$ cat src/rtl/gcs_pkg.sv
`timescale 1ns / 1ps
package gcs_pkg;

    // CORDIC depth and table length
    localparam int CORDIC_STEPS = 16;
    localparam int TAB_LEN      = 24;
    localparam int STEP_W       = 5;
    localparam int NLANE        = 5;

    // Datapath widths
    localparam int XW      = 20;   // CORDIC x and y
    localparam int AW      = 26;   // CORDIC angle, 2^-16 degree
    localparam int RW      = 27;   // raw angle before reduction
    localparam int TW      = 18;   // Q16 sine and cosine
    localparam int HW      = 17;   // haversine term, [0, 1.0] in Q16
    localparam int SQ_W    = 33;   // square root operand
    localparam int SQ_N    = 17;   // square root steps
    localparam int RAD_W   = 13;
    localparam int HOUR_W  = 10;
    localparam int K_W     = 31;
    localparam int ZC_W    = 23;
    localparam int NUM_W   = 55;
    localparam int B_W     = 25;
    localparam int DIVN_W  = 15;
    localparam int DIV_N   = DIVN_W;
    localparam int DIV_IW  = 4;
    localparam int SPD_W   = 14;
    localparam int CP_W    = 4;

    // Angles in 2^-16 degree
    localparam int ANG_FULL       = 23592960;
    localparam int ANG_HALF       = 11796480;
    localparam int ANG_QUARTER    = 5898240;
    localparam int ONE_Q16        = 65536;
    localparam int CORDIC_GAIN    = 39797;
    localparam int NM_PER_DEG_Q24 = 254451;
    localparam int COMPASS_OFFSET = 737280;
    localparam int RECIP_45_Q16   = 1457;
    localparam int SPEED_MAX      = 16383;
    localparam int RADIUS_RESET   = 3959;
    localparam int K_RESET        = RADIUS_RESET * NM_PER_DEG_Q24;

    // Register map (index taken from paddr[2])
    localparam logic [0:0] REG_RADIUS = 1'b0;

    // Pipeline positions
    localparam int ST_P1   = CORDIC_STEPS + 1;
    localparam int ST_P2   = CORDIC_STEPS + 2;
    localparam int ST_P3   = CORDIC_STEPS + 3;
    localparam int ST_SQ0  = CORDIC_STEPS + 4;
    localparam int ST_VC0  = ST_SQ0 + SQ_N;
    localparam int ST_Q1   = ST_VC0 + CORDIC_STEPS;
    localparam int ST_Q2   = ST_Q1 + 1;
    localparam int ST_DV0  = ST_Q2 + 1;
    localparam int ST_OUT  = ST_DV0 + DIV_N;

    typedef struct packed {
        logic signed [XW-1:0] x;
        logic signed [XW-1:0] y;
        logic signed [AW-1:0] z;
        logic [1:0]           tag;
    } cord_t;

    typedef struct packed {
        logic [SQ_W-1:0] v;
        logic [SQ_W-1:0] r;
    } sq_t;

    typedef struct packed {
        logic [DIVN_W-1:0] n;
        logic [HOUR_W-1:0] rem;
        logic [DIVN_W-1:0] q;
    } div_t;

    typedef struct packed {
        logic              vld;
        logic              ok;
        logic [HOUR_W-1:0] hours;
    } side_t;

    function automatic logic signed [AW-1:0] gcs_atan(input logic [STEP_W-1:0] i);
        case (i)
            5'd0:    return 26'sd2949120;
            5'd1:    return 26'sd1740967;
            5'd2:    return 26'sd919879;
            5'd3:    return 26'sd466945;
            5'd4:    return 26'sd234379;
            5'd5:    return 26'sd117302;
            5'd6:    return 26'sd58666;
            5'd7:    return 26'sd29335;
            5'd8:    return 26'sd14668;
            5'd9:    return 26'sd7334;
            5'd10:   return 26'sd3667;
            5'd11:   return 26'sd1833;
            5'd12:   return 26'sd917;
            5'd13:   return 26'sd458;
            5'd14:   return 26'sd229;
            5'd15:   return 26'sd115;
            5'd16:   return 26'sd57;
            5'd17:   return 26'sd29;
            5'd18:   return 26'sd14;
            5'd19:   return 26'sd7;
            5'd20:   return 26'sd4;
            5'd21:   return 26'sd2;
            5'd22:   return 26'sd1;
            default: return 26'sd0;
        endcase
    endfunction

    // Wrap into [-180, 180), fold into [-90, 90], seed the rotation
    function automatic cord_t gcs_rot_init(input logic signed [RW-1:0] a);
        logic signed [RW-1:0] r;
        cord_t c;
        r = a;
        c.tag = '0;
        if (r >= RW'(ANG_HALF))
            r = r - RW'(ANG_FULL);
        else if (r < -RW'(ANG_HALF))
            r = r + RW'(ANG_FULL);
        if (r > RW'(ANG_QUARTER))
        begin
            r = RW'(ANG_HALF) - r;
            c.tag[0] = 1'b1;
        end
        else if (r < -RW'(ANG_QUARTER))
        begin
            r = -RW'(ANG_HALF) - r;
            c.tag[0] = 1'b1;
        end
        c.x = XW'(CORDIC_GAIN);
        c.y = '0;
        c.z = AW'(r);
        return c;
    endfunction

    function automatic logic signed [TW-1:0] gcs_clamp(input logic signed [XW-1:0] v);
        if (v > XW'(ONE_Q16))
            return TW'(ONE_Q16);
        else if (v < -XW'(ONE_Q16))
            return -TW'(ONE_Q16);
        else
            return TW'(v);
    endfunction

    function automatic logic signed [TW-1:0] gcs_sin(input cord_t c);
        return gcs_clamp(c.y);
    endfunction

    function automatic logic signed [TW-1:0] gcs_cos(input cord_t c);
        return gcs_clamp(c.tag[0] ? -c.x : c.x);
    endfunction

    function automatic logic signed [TW-1:0] gcs_mulq(input logic signed [TW-1:0] a,
                                                      input logic signed [TW-1:0] b);
        logic signed [2*TW-1:0] p;
        p = a * b;
        return TW'(p >>> 16);
    endfunction

endpackage

$ cat src/rtl/gcs_div_cell.sv
`timescale 1ns / 1ps
module gcs_div_cell (
    input  logic                       clk,
    input  logic [gcs_pkg::DIV_IW-1:0] bit_idx,
    input  logic [gcs_pkg::HOUR_W-1:0] divisor,
    input  gcs_pkg::div_t              din,
    output gcs_pkg::div_t              dout
);
    import gcs_pkg::*;

    div_t            dout_reg;
    div_t            dout_next;
    logic [HOUR_W:0] t;

    // One restoring quotient bit
    always_comb
    begin
        t = {din.rem, din.n[bit_idx]};
        dout_next = din;
        if (t >= {1'b0, divisor})
        begin
            dout_next.rem = HOUR_W'(t - {1'b0, divisor});
            dout_next.q[bit_idx] = 1'b1;
        end
        else
        begin
            dout_next.rem = t[HOUR_W-1:0];
        end
    end

    always_ff @(posedge clk)
    begin
        dout_reg <= dout_next;
    end

    assign dout = dout_reg;
endmodule

$ cat config.mk
export PLATFORM = sky130hd
export DESIGN_NAME = gcs_div_cell
export DESIGN_NICKNAME = d
export VERILOG_FILES = /design/src/rtl/gcs_pkg.sv /design/src/rtl/gcs_div_cell.sv
export SDC_FILE = /design/constraint.sdc
export NUM_CORES = 1
export LEC_CHECK = 0
export BUFFER_PORTS_ARGS = -buffer_cell sky130_fd_sc_hd__buf_4
export CAP_MARGIN = 15
export CORE_MARGIN = 10
export CORE_UTILIZATION = 40
export CTS_CLUSTER_DIAMETER = 30
export DETAILED_ROUTE_END_ITERATION = 10
export PLACE_DENSITY = 0.76
export SLEW_MARGIN = 20
export SYNTH_ARGS = -nofsm -noshare
export SYNTH_HDL_FRONTEND = slang
export SYNTH_SLANG_ARGS = --single-unit
$ cat constraint.sdc
create_clock -name clk -period 3.7 [get_ports clk]
set_input_delay 0.74 -clock clk [delete_from_list [all_inputs] [get_ports clk]]
set_output_delay 0.74 -clock clk [all_outputs]
set_load 0.01 [all_outputs]
=== After elaboration in Yosys (flattened, before gate mapping) ===
Index checks and enable logic that the tools add are counted.

* $add $sub $neg: 1
* Div/mod/pow operators: 0
* Reductions and logical operators: 1
* Multiply operators: 0
* Magnitude comparators: 3
* Eq/ne operators: 0
* Shift operators: 0
* Multiplexer cells: 6
* Bitwise logic cells: 1

{| class="wikitable"
|+ Operators with widths
! cell !! number
|-
| 15-bit two-way mux || 1
|-
| 15-bit bitwise OR || 1
|-
| 11-bit by 10-bit greater-or-equal comparator with 1-bit output || 1
|-
| 10-bit two-way mux || 1
|-
| 10-bit subtractor || 1
|-
| 4-bit by 5-bit less-than comparator with 1-bit output (second input constant) || 1
|-
| 1-bit binary-select mux with 4-bit select || 1
|-
| 1-bit demux with 4-bit select || 1
|-
| 4-bit by 1-bit greater-or-equal comparator with 1-bit output (second input constant) || 1
|-
| 1-bit two-way mux || 2
|-
| 1-bit logical AND || 1
|}

* RAM bits: 0
* Flip-flop bits (word level): 40
* Memories kept: 0
* Output and inout port bits: 40
* Memory bits (read-only): 0
* Latch bits: 0

=== Logic depth before layout (Yosys ltp) ===
Gate-level depths: netlist (run 1).

* Depth after elaboration: 6
* Depth in mapped cells: 13
* Depth with buffers taken out: 11

=== Worst setup path after synthesis (run 1) ===
Ideal clock, no wire load.

* Path kind: input-to-reg
* Start point: input port bit_idx[0] (netlist name)
* End point: register dout_reg, in the netlist dout[21]
* Arrival: 3.510 ns
* Stages: 12
* Path buffers: 3
* Setup slack: 0.068 ns
* Required time: 3.579 ns
* Setup time: 0.121 ns
* Cells stage by stage: clkbuf_1 -> mux4_2 -> or2_2 -> a31oi_1 -> ha_1 -> nor2b_1 -> o2111ai_1 -> a21oi_1 -> o31a_1 -> buf_6 -> buf_8 -> mux2_4

{| class="wikitable"
|+ RTL lines
! item !! line !! text
|-
| from (decl) || gcs_div_cell.sv:4 || <nowiki>input logic [gcs_pkg::DIV_IW-1:0] bit_idx,</nowiki>
|-
| to (signal assigned) || gcs_div_cell.sv:33 || <nowiki>dout_reg <= dout_next;</nowiki>
|-
| to (decl) || gcs_div_cell.sv:11 || <nowiki>div_t dout_reg;</nowiki>
|}

==> results of run 1 <==
[per-stage QoR]
stage	hold WS [ps]	worst slack, ps	area [um2]	instances
5_1_grt	551.3	228.8	2639	310
2_1_floorplan	767.7	68.41	1735	158
3_5_place_dp	853.3	82.73	2512	302
3_3_place_gp	851.6	151.7	2512	302
6_report	557.2	415.2	2639	310
4_1_cts	552.4	393.5	2639	310
[routing by layer]
metal / track usage, % / share of wire, % / up-vias
met3: 5.014 / 8.4 / 7
met2: 22.45 / 52 / 66
li1: - / - / 783
met4: 5.389 / 1.5 / 0
met5: 0 / 0 / -
met1: 13.95 / 38 / 700
[power by group through the flow]
stage	sequential, mW	combinational (mW)	clock, mW
after floorplan	0.518	0.135	0
after global placement	0.494	0.298	0
after detailed placement	0.495	0.301	0
after CTS	0.485	0.302	0.388
after global routing	0.489	0.329	0.407
final	0.484	0.299	0.381
[worst max path at each step]
| stage | startpoint | end | slack, ps | depth (start not counted) |
|---|---|---|---|---|
| final | bit_idx[0] | dout[21]$_DFF_P_ | 420 | 11 |
| after floorplan | bit_idx[0] | dout[21]$_DFF_P_ | 70 | 12 |
| after global placement | bit_idx[0] | dout[21]$_DFF_P_ | 150 | 11 |
| after CTS | bit_idx[0] | dout[21]$_DFF_P_ | 390 | 11 |
| after detailed placement | bit_idx[0] | dout[21]$_DFF_P_ | 80 | 11 |
| after global routing | bit_idx[0] | dout[21]$_DFF_P_ | 230 | 11 |
[layout by cell type (no fill, tap or decap), types with 2 or more instances in the layout]
master / synthesis / layout
ha_1: 10 / 10
buf_4: 1 / 98
inv_1: 12 / 12
a31o_2: 9 / 9
xor2_1: 2 / 2
dfxtp_1: 40 / 40
xnor2_1: 3 / 3
nand2_1: 7 / 7
a31oi_1: 2 / 2
nand3b_1: 3 / 3
o2111ai_1: 3 / 3
mux2_4: 2 / 2
a21oi_1: 4 / 4
mux2_2: 4 / 4
mux4_2: 3 / 3
o21a_1: 3 / 3
nor2_1: 7 / 7
mux2i_1: 4 / 4
a41o_1: 6 / 6
nor2b_1: 6 / 6
o21ai_0: 5 / 5
clkbuf_8: 0 / 7
nand3_1: 2 / 2
[cell families (layout without fill, tap and decap cells)]
| family | Yosys count | count (layout) | share of synthesized area, % |
|---|---|---|---|
| flip-flops | 40 | 40 | 46.14 |
| adder cells (fa/ha/maj) | 11 | 11 | 8.363 |
| XOR/XNOR | 5 | 5 | 2.524 |
| buffers and inverters | 17 | 119 | 4.975 |
| AND/OR/NAND/NOR | 33 | 33 | 10.10 |
| AO/OA/AOI/OAI | 39 | 39 | 17.38 |
| multiplexers | 13 | 13 | 10.53 |
[cell type report]
class	instances	area [um2]	area share [%]
multi-input cells	101	848.3	32.15
flip-flops and latches	40	800.8	30.35
repair buffers	99	755.7	28.64
clock buffers	7	96.34	3.651
well taps	50	62.56	2.371
inverters	12	45.04	1.707
clock inverters	1	30.03	1.138
==> summary.md, run 1 <==
| Metric | Value |
|---|---|
| Status | finished, final reports clean |
| Final Setup Violations | 0 |
| EDFF count, synth | 0 |
| Clock Power Share | 32.7% |
| Reg power frac | 41.6% |
| Clk pin slew, worst setup/hold paths | 80 ps |
| Port bufs | 94 |
| Post-DRT Antenna Nets | 0 |
| Max VDD drop | 448.3 uV |
| Vias per inst | 5.019 |
| # DRC | 0 |
| Max FFs per register | 40 |
| Clock Sinks | 40 |
| Lkg Pwr | 1.306 nW |
| Cells along the critical path | buf_4 > mux4_2 > or2_2 > a31oi_1 > ha_1 > nor2b_1 > o2111ai_1 > a21oi_1 > o31a_1 > buf_12 > mux2_4 |
| GRT overflow | 0 |
| Mapped Nets | 224 |
| Async set-or-reset flop fraction in the synthesized netlist | 0% |
| Core region area | 0.004086 mm2 |
| WP data arrival | 3460 ps |
| Cts hold-fix bufs | 0 |
| Worst hold path cell count | 1 |
| Die extent in x | 85.87 um |
| Tmin final | 3285 ps |
| Util after Layout | 64.57% |
| Seq/Total Area, Yosys | 46.14% |
| Critical Path RT | 3880 ps |
| CP peak stage delay | 490 ps |
| Synthesized cell area | 0.001735 mm2 |
| Tcrit/Tclk final | 88.78% |
| Delay-heaviest family, CP | compound AO/OA/AOI/OAI gates |
| Hpwl dp | 4174 um |
| Nets | 325 |
| Max-cap viol count | 0 |
| Internal | 0.8789 mW |
| Design Power | 1.165 mW |
| GPL Wtd Cong | 0.8517 |
| Final hold vios | 0 |
| Max Root-Sink Buffers | 2 |
| Max Slew Vio Count | 0 |
| Avg Cell Area, Syn | 10.98 um2 |
| Chip height | 85.87 um |
| Max transition margin | 77.44% |
| CP max FO | 20 |
| Synth Warn # | 0 |
| Initial Util | 42.47% |
| CTS buffer count | 5 |
| PostCTS Resize Cnt | 0 |
| Global-route wire length before repair | 7803 um |
| DRT Wirelength | 5008 um |
| Top_reg_cell synth | dfxtp_1 |
| Row Count | 23 |
| Top cell type's share of synthesized area | 46.14% |
| Largest area contributor in the netlist | dfxtp_1 |
| Pwr/cell area | 441.4 mW/mm2 |
| Kind of critical path | in2reg |
| Hold wc startpoint | din[37] |
| Fraction of layout cells with a size suffix above 1 | 48.46% |
| Most numerous cell in the Yosys netlist | dfxtp_1 |
| First-pass DRT Iterations | 4 |
| Crit end category | flop |
| Psw | 0.2858 mW |
| Via Count | 1556 |
| Worst Max-Slew Pin Slew | 334.8 ps |
| Top post-synthesis cells by area | dfxtp_1, ha_1, a31o_2 |
| Unrepaired setup endpoints after global routing | no |
| Io pins | 95 |
| DRT iter0 DRCs | 103 |
| FF+latch count, synth | 40 |
| CTS H-tree depth | 2 |
| Die area | 0.007373 mm2 |
| Crit-path slowest cell | mux4_2 |
| Sw frac | 24.54% |
| Netlist cell types | 41 |
| Initial antenna violation count | 0 |
| TritonCTS clock tree | done |
| Fin Setup TNS | 0 ps |
| Gr usage total | 13.06% |
| Startpoint Class | input pin |
| Postcts setup bufs | 0 |
| Vias in the first global route | 1613 |
| Largest net degree at the start of global routing | 21 |
| Top cells by count, synth | dfxtp_1, inv_1, ha_1 |
| Layout area overhead | 52.05% |
| Combinational Power Share | 25.7% |
| Root Buffer | clkbuf_8 |
| Filler cells | 349 |
| Antenna cells | 0 |
| Worst Hold Path EP | dout[37]$_DFF_P_ |
| WL/cell | 16.15 um |
| Cells after Synth | 158 |
| Hold Path Class | in2reg |
| Fmax achieved | 304.4 MHz |
| Worst path bufs/invs | 2 |
Note: power is estimated with default switching activity, not from simulation.
==> run 2, diff against run 1 <==
- CORE_UTILIZATION: 40 -> 41
- CTS_BUF_LIST: default -> sky130_fd_sc_hd__clkbuf_8
- CTS_CLUSTER_SIZE: default -> 30
- PLACE_DENSITY: 0.76 -> 0.78
==> run 2 against run 1 <==
  * First-iteration DRC count is 6.8% higher
  * Setup slack got worse by 84 ps
  * Non-clock buffer count shrank 1
  * Critical path depth stayed put
  * Combinational power barely moved
  * Worst hold slack better by 4.7 ps
  * Cell count shrank 0.32%
  * Clock power grew 1%
  * Sequential cell count stayed put
  * Largest power group unchanged
  * Highest routed layer unchanged
==> summary.md, run 2 (synthesized netlist as in run 1, its figures left out) <==
| Metric | Value |
|---|---|
| Status | finished, final reports clean |
| Via Count | 1554 (-0.13%) |
| Lkg Pwr | 1.296 nW (-0.80%) |
| WL/cell | 17.10 um (+5.9%) |
| Global Route met1 Usage | 15.12% (+1.2 points) |
| Final worst slack | 331.0 ps (-84.19 ps) |
| Delay-heaviest family, CP | compound AO/OA/AOI/OAI gates |
| Setup WS pre-CTS | 108.6 ps (+25.88 ps) |
| Post-DRT Antenna Nets | 0 (unchanged) |
| Max-cap viol count | 0 (unchanged) |
| Global-route wire length before repair | 8107 um (+3.9%) |
| Max transition margin | 70.17% (-7.3 points) |
| Crit end category | flop |
| Die extent in x | 85.06 um (-0.94%) |
| Cells along the critical path | buf_4 > mux4_2 > or2_2 > a31oi_1 > ha_1 > nor2b_1 > o2111ai_1 > a21oi_1 > o31a_1 > buf_4 > a31o_2 |
| Max Slew Vio Count | 0 (unchanged) |
| Sw frac | 24.98% (+0.44 points) |
| Worst path bufs/invs | 2 (unchanged) |
| Psw | 0.2917 mW (+2.1%) |
| Unrepaired setup endpoints after global routing | no |
| Worst Max-Slew Pin Slew | 445.8 ps (+111.0 ps) |
| Clk pin slew, worst setup/hold paths | 80 ps (about the same) |
| Vias per inst | 5.029 (+0.19%) |
| Hold Path Class | in2reg |
| Fin Setup TNS | 0 ps (unchanged) |
| Cts hold-fix bufs | 0 (unchanged) |
| Chip height | 85.06 um (-0.94%) |
| Dpl cell area | 0.002492 mm2 (-0.80%) |
| Critical Path RT | 3890 ps (about the same) |
| Largest net degree at the start of global routing | 18 (-14%) |
| Max FFs per register | 40 (unchanged) |
| Met2 Usage GRT | 23.50% (+1.1 points) |
| GR Util met3 | 4.971% (-0.043 points) |
| Clock Power Share | 32.9% (+0.2 points) |
| Crit-path slowest cell | mux4_2 |
| Fmax achieved | 296.8 MHz (-2.5%) |
| Combinational Power Share | 25.5% (-0.2 points) |
| Hpwl dp | 4314 um (+3.4%) |
| Startpoint Class | input pin |
| Most common cell after layout, fill and taps aside | buf_4 |
| Final hold vios | 0 (unchanged) |
| Postcts setup bufs | 0 (unchanged) |
| Antenna cells | 0 (unchanged) |
| DRT iter0 DRCs | 110 (+6.8%) |
| Io pins | 95 (unchanged) |
| Reg power frac | 41.6% (about the same) |
| Gr usage total | 13.56% (+0.50 points) |
| Initial antenna violation count | 0 (unchanged) |
| Final Setup Violations | 0 (unchanged) |
| CP max FO | 17 (-15%) |
| CTS buffer count | 5 (unchanged) |
| Hold WS | 561.9 ps (+4.729 ps) |
| Placed insts | 301 (-0.33%) |
| DRT Wirelength | 5284 um (+5.5%) |
| Internal | 0.8762 mW (-0.31%) |
| Kind of critical path | in2reg |
| Die area | 0.007235 mm2 (-1.9%) |
| Pwr/cell area | 446.0 mW/mm2 (+1.0%) |
| PostCTS Resize Cnt | 0 (unchanged) |
| Tcrit/Tclk final | 91.05% (+2.3 points) |
| First-pass DRT Iterations | 4 (unchanged) |
| FF/Latch Area | 800.8 um2 (unchanged) |
| Busiest grt layer | met2 |
| Layout area overhead | 50.90% |
| Initial Util | 42.77% (+0.30 points) |
| Worst hold path cell count | 1 (unchanged) |
| Crit path depth | 11 (unchanged) |
| # DRC | 0 (unchanged) |
| TritonCTS clock tree | done |
| CP peak stage delay | 510 ps (+20 ps) |
| Filler cells | 337 (-3.4%) |
| Port bufs | 94 (unchanged) |
| Fraction of layout cells with a size suffix above 1 | 48.26% (-0.20 points) |
| Max Root-Sink Buffers | 2 (unchanged) |
| GRT overflow | 0 (unchanged) |
| Multi-input logic area | 848.3 um2 (unchanged) |
| Nets | 324 (-0.31%) |
| Most used cell along the critical path | buf_4 |
| Most frequent cells in the layout | buf_4, dfxtp_1, inv_1, ha_1, a31o_2 |
| Max VDD drop | 310.4 uV (-31%) |
| Final instance area | 0.002619 mm2 (-0.76%) |
| Core region area | 0.004058 mm2 (-0.70%) |
| Clock Sinks | 40 (unchanged) |
| Final Non-Filler Cells | 309 (-0.32%) |
| GPL Wtd Cong | 0.8416 (-1.2%) |
| Root Buffer | clkbuf_8 |
| CTS H-tree depth | 2 (unchanged) |
| Tmin final | 3369 ps (+84.19 ps) |
| Vias in the first global route | 1628 (+0.93%) |
| Row Count | 23 (unchanged) |
| WP data arrival | 3560 ps (+100 ps) |
-- run 2: power by group through the flow --
stage	clock network [mW]	logic, mW	registers (mW)
4_1_cts	0.390	0.301	0.486
5_1_grt	0.411	0.325	0.489
6_report	0.385	0.298	0.485
3_5_place_dp	0	0.300	0.495
3_3_place_gp	0	0.293	0.495
2_1_floorplan	0	0.135	0.518
-- run 2: path summary, 6_finish.rpt --
path	from	end	slack (ps)
setup / recovery	bit_idx[0]	dout[9]$_DFF_P_	330
hold / removal	din[38]	dout[38]$_DFF_P_	560
-- run 2: final cells by class --
type | count | share of cell area, %
clock buffers | 7 | 3.679
well taps | 50 | 2.389
multi-input cells | 101 | 32.39
inverters | 12 | 1.720
flip-flops and latches | 40 | 30.58
repair buffers | 98 | 28.09
clock inverters | 1 | 1.147
-- run 2: through the flow --
stage          power (mW)  util (%)
4_1_cts             1.177     64.54
2_1_floorplan      0.6522         -
5_1_grt             1.225     64.54
3_5_place_dp       0.7950     61.42
3_3_place_gp       0.7886     61.42
6_report            1.168     64.54
-- run 2: per-layer routing --
layer  up-vias  share of wire [%]
li1        780                  -
met1       715                 39
met2        57                 53
met3         2                7.7
met4         0               0.11
met5         -                  0
==> run 3, diff against run 2 <==
- CORE_UTILIZATION: 41 -> 46
- PLACE_DENSITY: 0.78 -> 0.82
- clock period: 3.7 -> 3.3 ns (I/O delays scaled with it)
==> run 3 against run 2 <==
  * Via count increased by 4.4%
  * Combinational power increased by 14%
  * Cell count increased by 0.97%
  * Power increased by 11%
  * Utilization increased by 7.9 points
  * Worst hold slack got worse by 82 ps
  * Sequential share of layout area decreased by 0.39 points
  * Sequential cell count unchanged
  * Critical path depth unchanged
  * First-iteration DRC count increased by 30%
  * Clock power increased by 7.3%
  * Sequential power increased by 12%
==> summary.md, run 3 (synthesized netlist as in run 1, its figures left out) <==
| Metric | Value |
|---|---|
| Cells along the critical path | buf_4 > mux4_2 > or2_2 > a31oi_1 > ha_2 > nor2b_1 > o2111ai_1 > a21oi_1 > o31a_2 > buf_4 > a31o_2 |
| Hold wc startpoint | din[28] |
| Most used cell along the critical path | buf_4 |
| Pwr/cell area | 489.1 mW/mm2 (+9.7%) |
| Chip height | 81.42 um (-4.3%) |
| Status | finished, final reports clean |
| Sw frac | 25.39% (+0.42 points) |
| Delay-heaviest family, CP | compound AO/OA/AOI/OAI gates |
| Layout area overhead | 52.85% |
| Final Non-Filler Cells | 312 (+0.97%) |
| Worst path bufs/invs | 2 (unchanged) |
| Largest net degree at the start of global routing | 14 (-4) |
| Max FFs per register | 40 (unchanged) |
| Postcts setup bufs | 0 (unchanged) |
| Gr usage total | 15.16% (+1.6 points) |
| Psw | 0.3295 mW (+13%) |
| Via Count | 1623 (+4.4%) |
| Tmin final | 3069 ps |
| Internal | 0.9680 mW (+10%) |
| Fraction of layout cells with a size suffix above 1 | 50.00% (+1.7 points) |
| CP peak stage delay | 490 ps (-20 ps) |
| Tcrit/Tclk final | 93.01% |
| Max VDD drop | 259.4 uV (-16%) |
| Util after Layout | 72.45% (+7.9 points) |
| Core region area | 0.003661 mm2 (-9.8%) |
| Max Root-Sink Buffers | 2 (unchanged) |
| Hpwl dp | 4362 um (+1.1%) |
| Crit-path slowest cell | mux4_2 |
| Io pins | 95 (unchanged) |
| Die area | 0.006629 mm2 (-8.4%) |
| First-pass DRT Iterations | 4 (unchanged) |
| Critical Path RT | 3480 ps (-410 ps) |
| Root Buffer | clkbuf_8 |
| Initial Util | 47.40% (+4.6 points) |
| Clock Power Share | 31.9% (-1.0 points) |
| Fmax achieved | 325.8 MHz |
| Antenna cells | 0 (unchanged) |
| Startpoint Class | input pin |
| # DRC | 0 (unchanged) |
| Fin Setup TNS | 0 ps (unchanged) |
| CTS H-tree depth | 2 (unchanged) |
| Hold WS | 480.1 ps (-81.78 ps) |
| Crit end category | flop |
| Kind of critical path | in2reg |
| Port bufs | 94 (unchanged) |
| Max Slew Vio Count | 0 (unchanged) |
| Most frequent cells in the layout | buf_4, dfxtp_1, inv_1, a31o_2, ha_1 |
| Vias in the first global route | 1624 (-0.25%) |
| DRT Wirelength | 5182 um (-1.9%) |
| CTS buffer count | 5 (unchanged) |
| CP startpoint | bit_idx[0] |
| Final Setup Violations | 0 (unchanged) |
| WL/cell | 16.61 um (-2.9%) |
| Nets | 329 (+1.5%) |
| Max-cap viol count | 0 (unchanged) |
| GPL Wtd Cong | 0.8799 (+4.6%) |
| Lkg Pwr | 1.316 nW (+1.5%) |
| Initial antenna violation count | 0 (unchanged) |
| CP max FO | 12 (-5) |
| Most common cell after layout, fill and taps aside | buf_4 |
| Placed insts | 304 (+1.0%) |
| TritonCTS clock tree | done |
| Clk pin slew, worst setup/hold paths | 80 ps (about the same) |
| Worst Max-Slew Pin Slew | 408.1 ps (-37.74 ps) |
| Clock Sinks | 40 (unchanged) |
| Final hold vios | 0 (unchanged) |
| Row Count | 22 (-4.3%) |
| GRT overflow | 0 (unchanged) |
| Reg power frac | 42.0% (+0.4 points) |
| Post-DRT Antenna Nets | 0 (unchanged) |
| Design Power | 1.297 mW (+11%) |
| Unrepaired setup endpoints after global routing | no |
| WP data arrival | 3250 ps (-310 ps) |
| Vias per inst | 5.202 (+3.4%) |
| Combinational Power Share | 26.2% (+0.7 points) |
| DRT iter0 DRCs | 143 (+30%) |
| Die extent in x | 81.42 um (-4.3%) |
| Cts hold-fix bufs | 0 (unchanged) |
| Hold Path Class | in2reg |
| Max transition margin | 72.70% (+2.5 points) |
| Global-route wire length before repair | 7976 um (-1.6%) |
## run 3: cell types whose count changed in the layout (fill, tap and decap cells not counted), sizes merged
cell    delta
buf        +5
clkinv     +1
clkbuf     -1
## run 3: cell type report
type | count | area (um2)
fill | 282 | 1008
timing repair buffer | 103 | 773.2
multi-input combinational | 101 | 852.1
sequential | 40 | 800.8
clock buffer | 6 | 82.58
inverter | 12 | 45.04
clock inverter | 2 | 38.79
tap | 48 | 60.06
## run 3: routing by layer
layer  up-vias  track usage (%)  routed length (um)
met5         -                0                   0
met3         9            6.004                 601
met4         0            4.844                 106
met2        86            26.70                2480
li1        790                -                   -
met1       738            16.27                1994
## run 3: repair_timing
action,in CTS,in global routing
endpoints found under the hold margin,0,0
setup endpoints to repair,0,3
resized for setup,0,1
## run 3: through the flow
stage	cell area, um2	setup slack (ps)
floorplan	1748	44.51
global placement	2530	-67.84
detailed placement	2530	-136.9
CTS	2651	158.9
global route	2653	44.51
finish	2653	230.6
## run 3: worst paths after layout
kind	cells after the start	end
worst max-delay path	11	dout[1]$_DFF_P_
worst min-delay path	1	dout[28]$_DFF_P_
## run 3: power groups by stage
| stage | Clock [mW] | Sequential [mW] | Combinational [mW] |
|---|---|---|---|
| final | 0.413 | 0.545 | 0.339 |
| after CTS | 0.421 | 0.545 | 0.342 |
| after detailed placement | 0 | 0.556 | 0.340 |
| after floorplan | 0 | 0.580 | 0.153 |
| after global routing | 0.442 | 0.548 | 0.371 |
| after global placement | 0 | 0.555 | 0.336 |
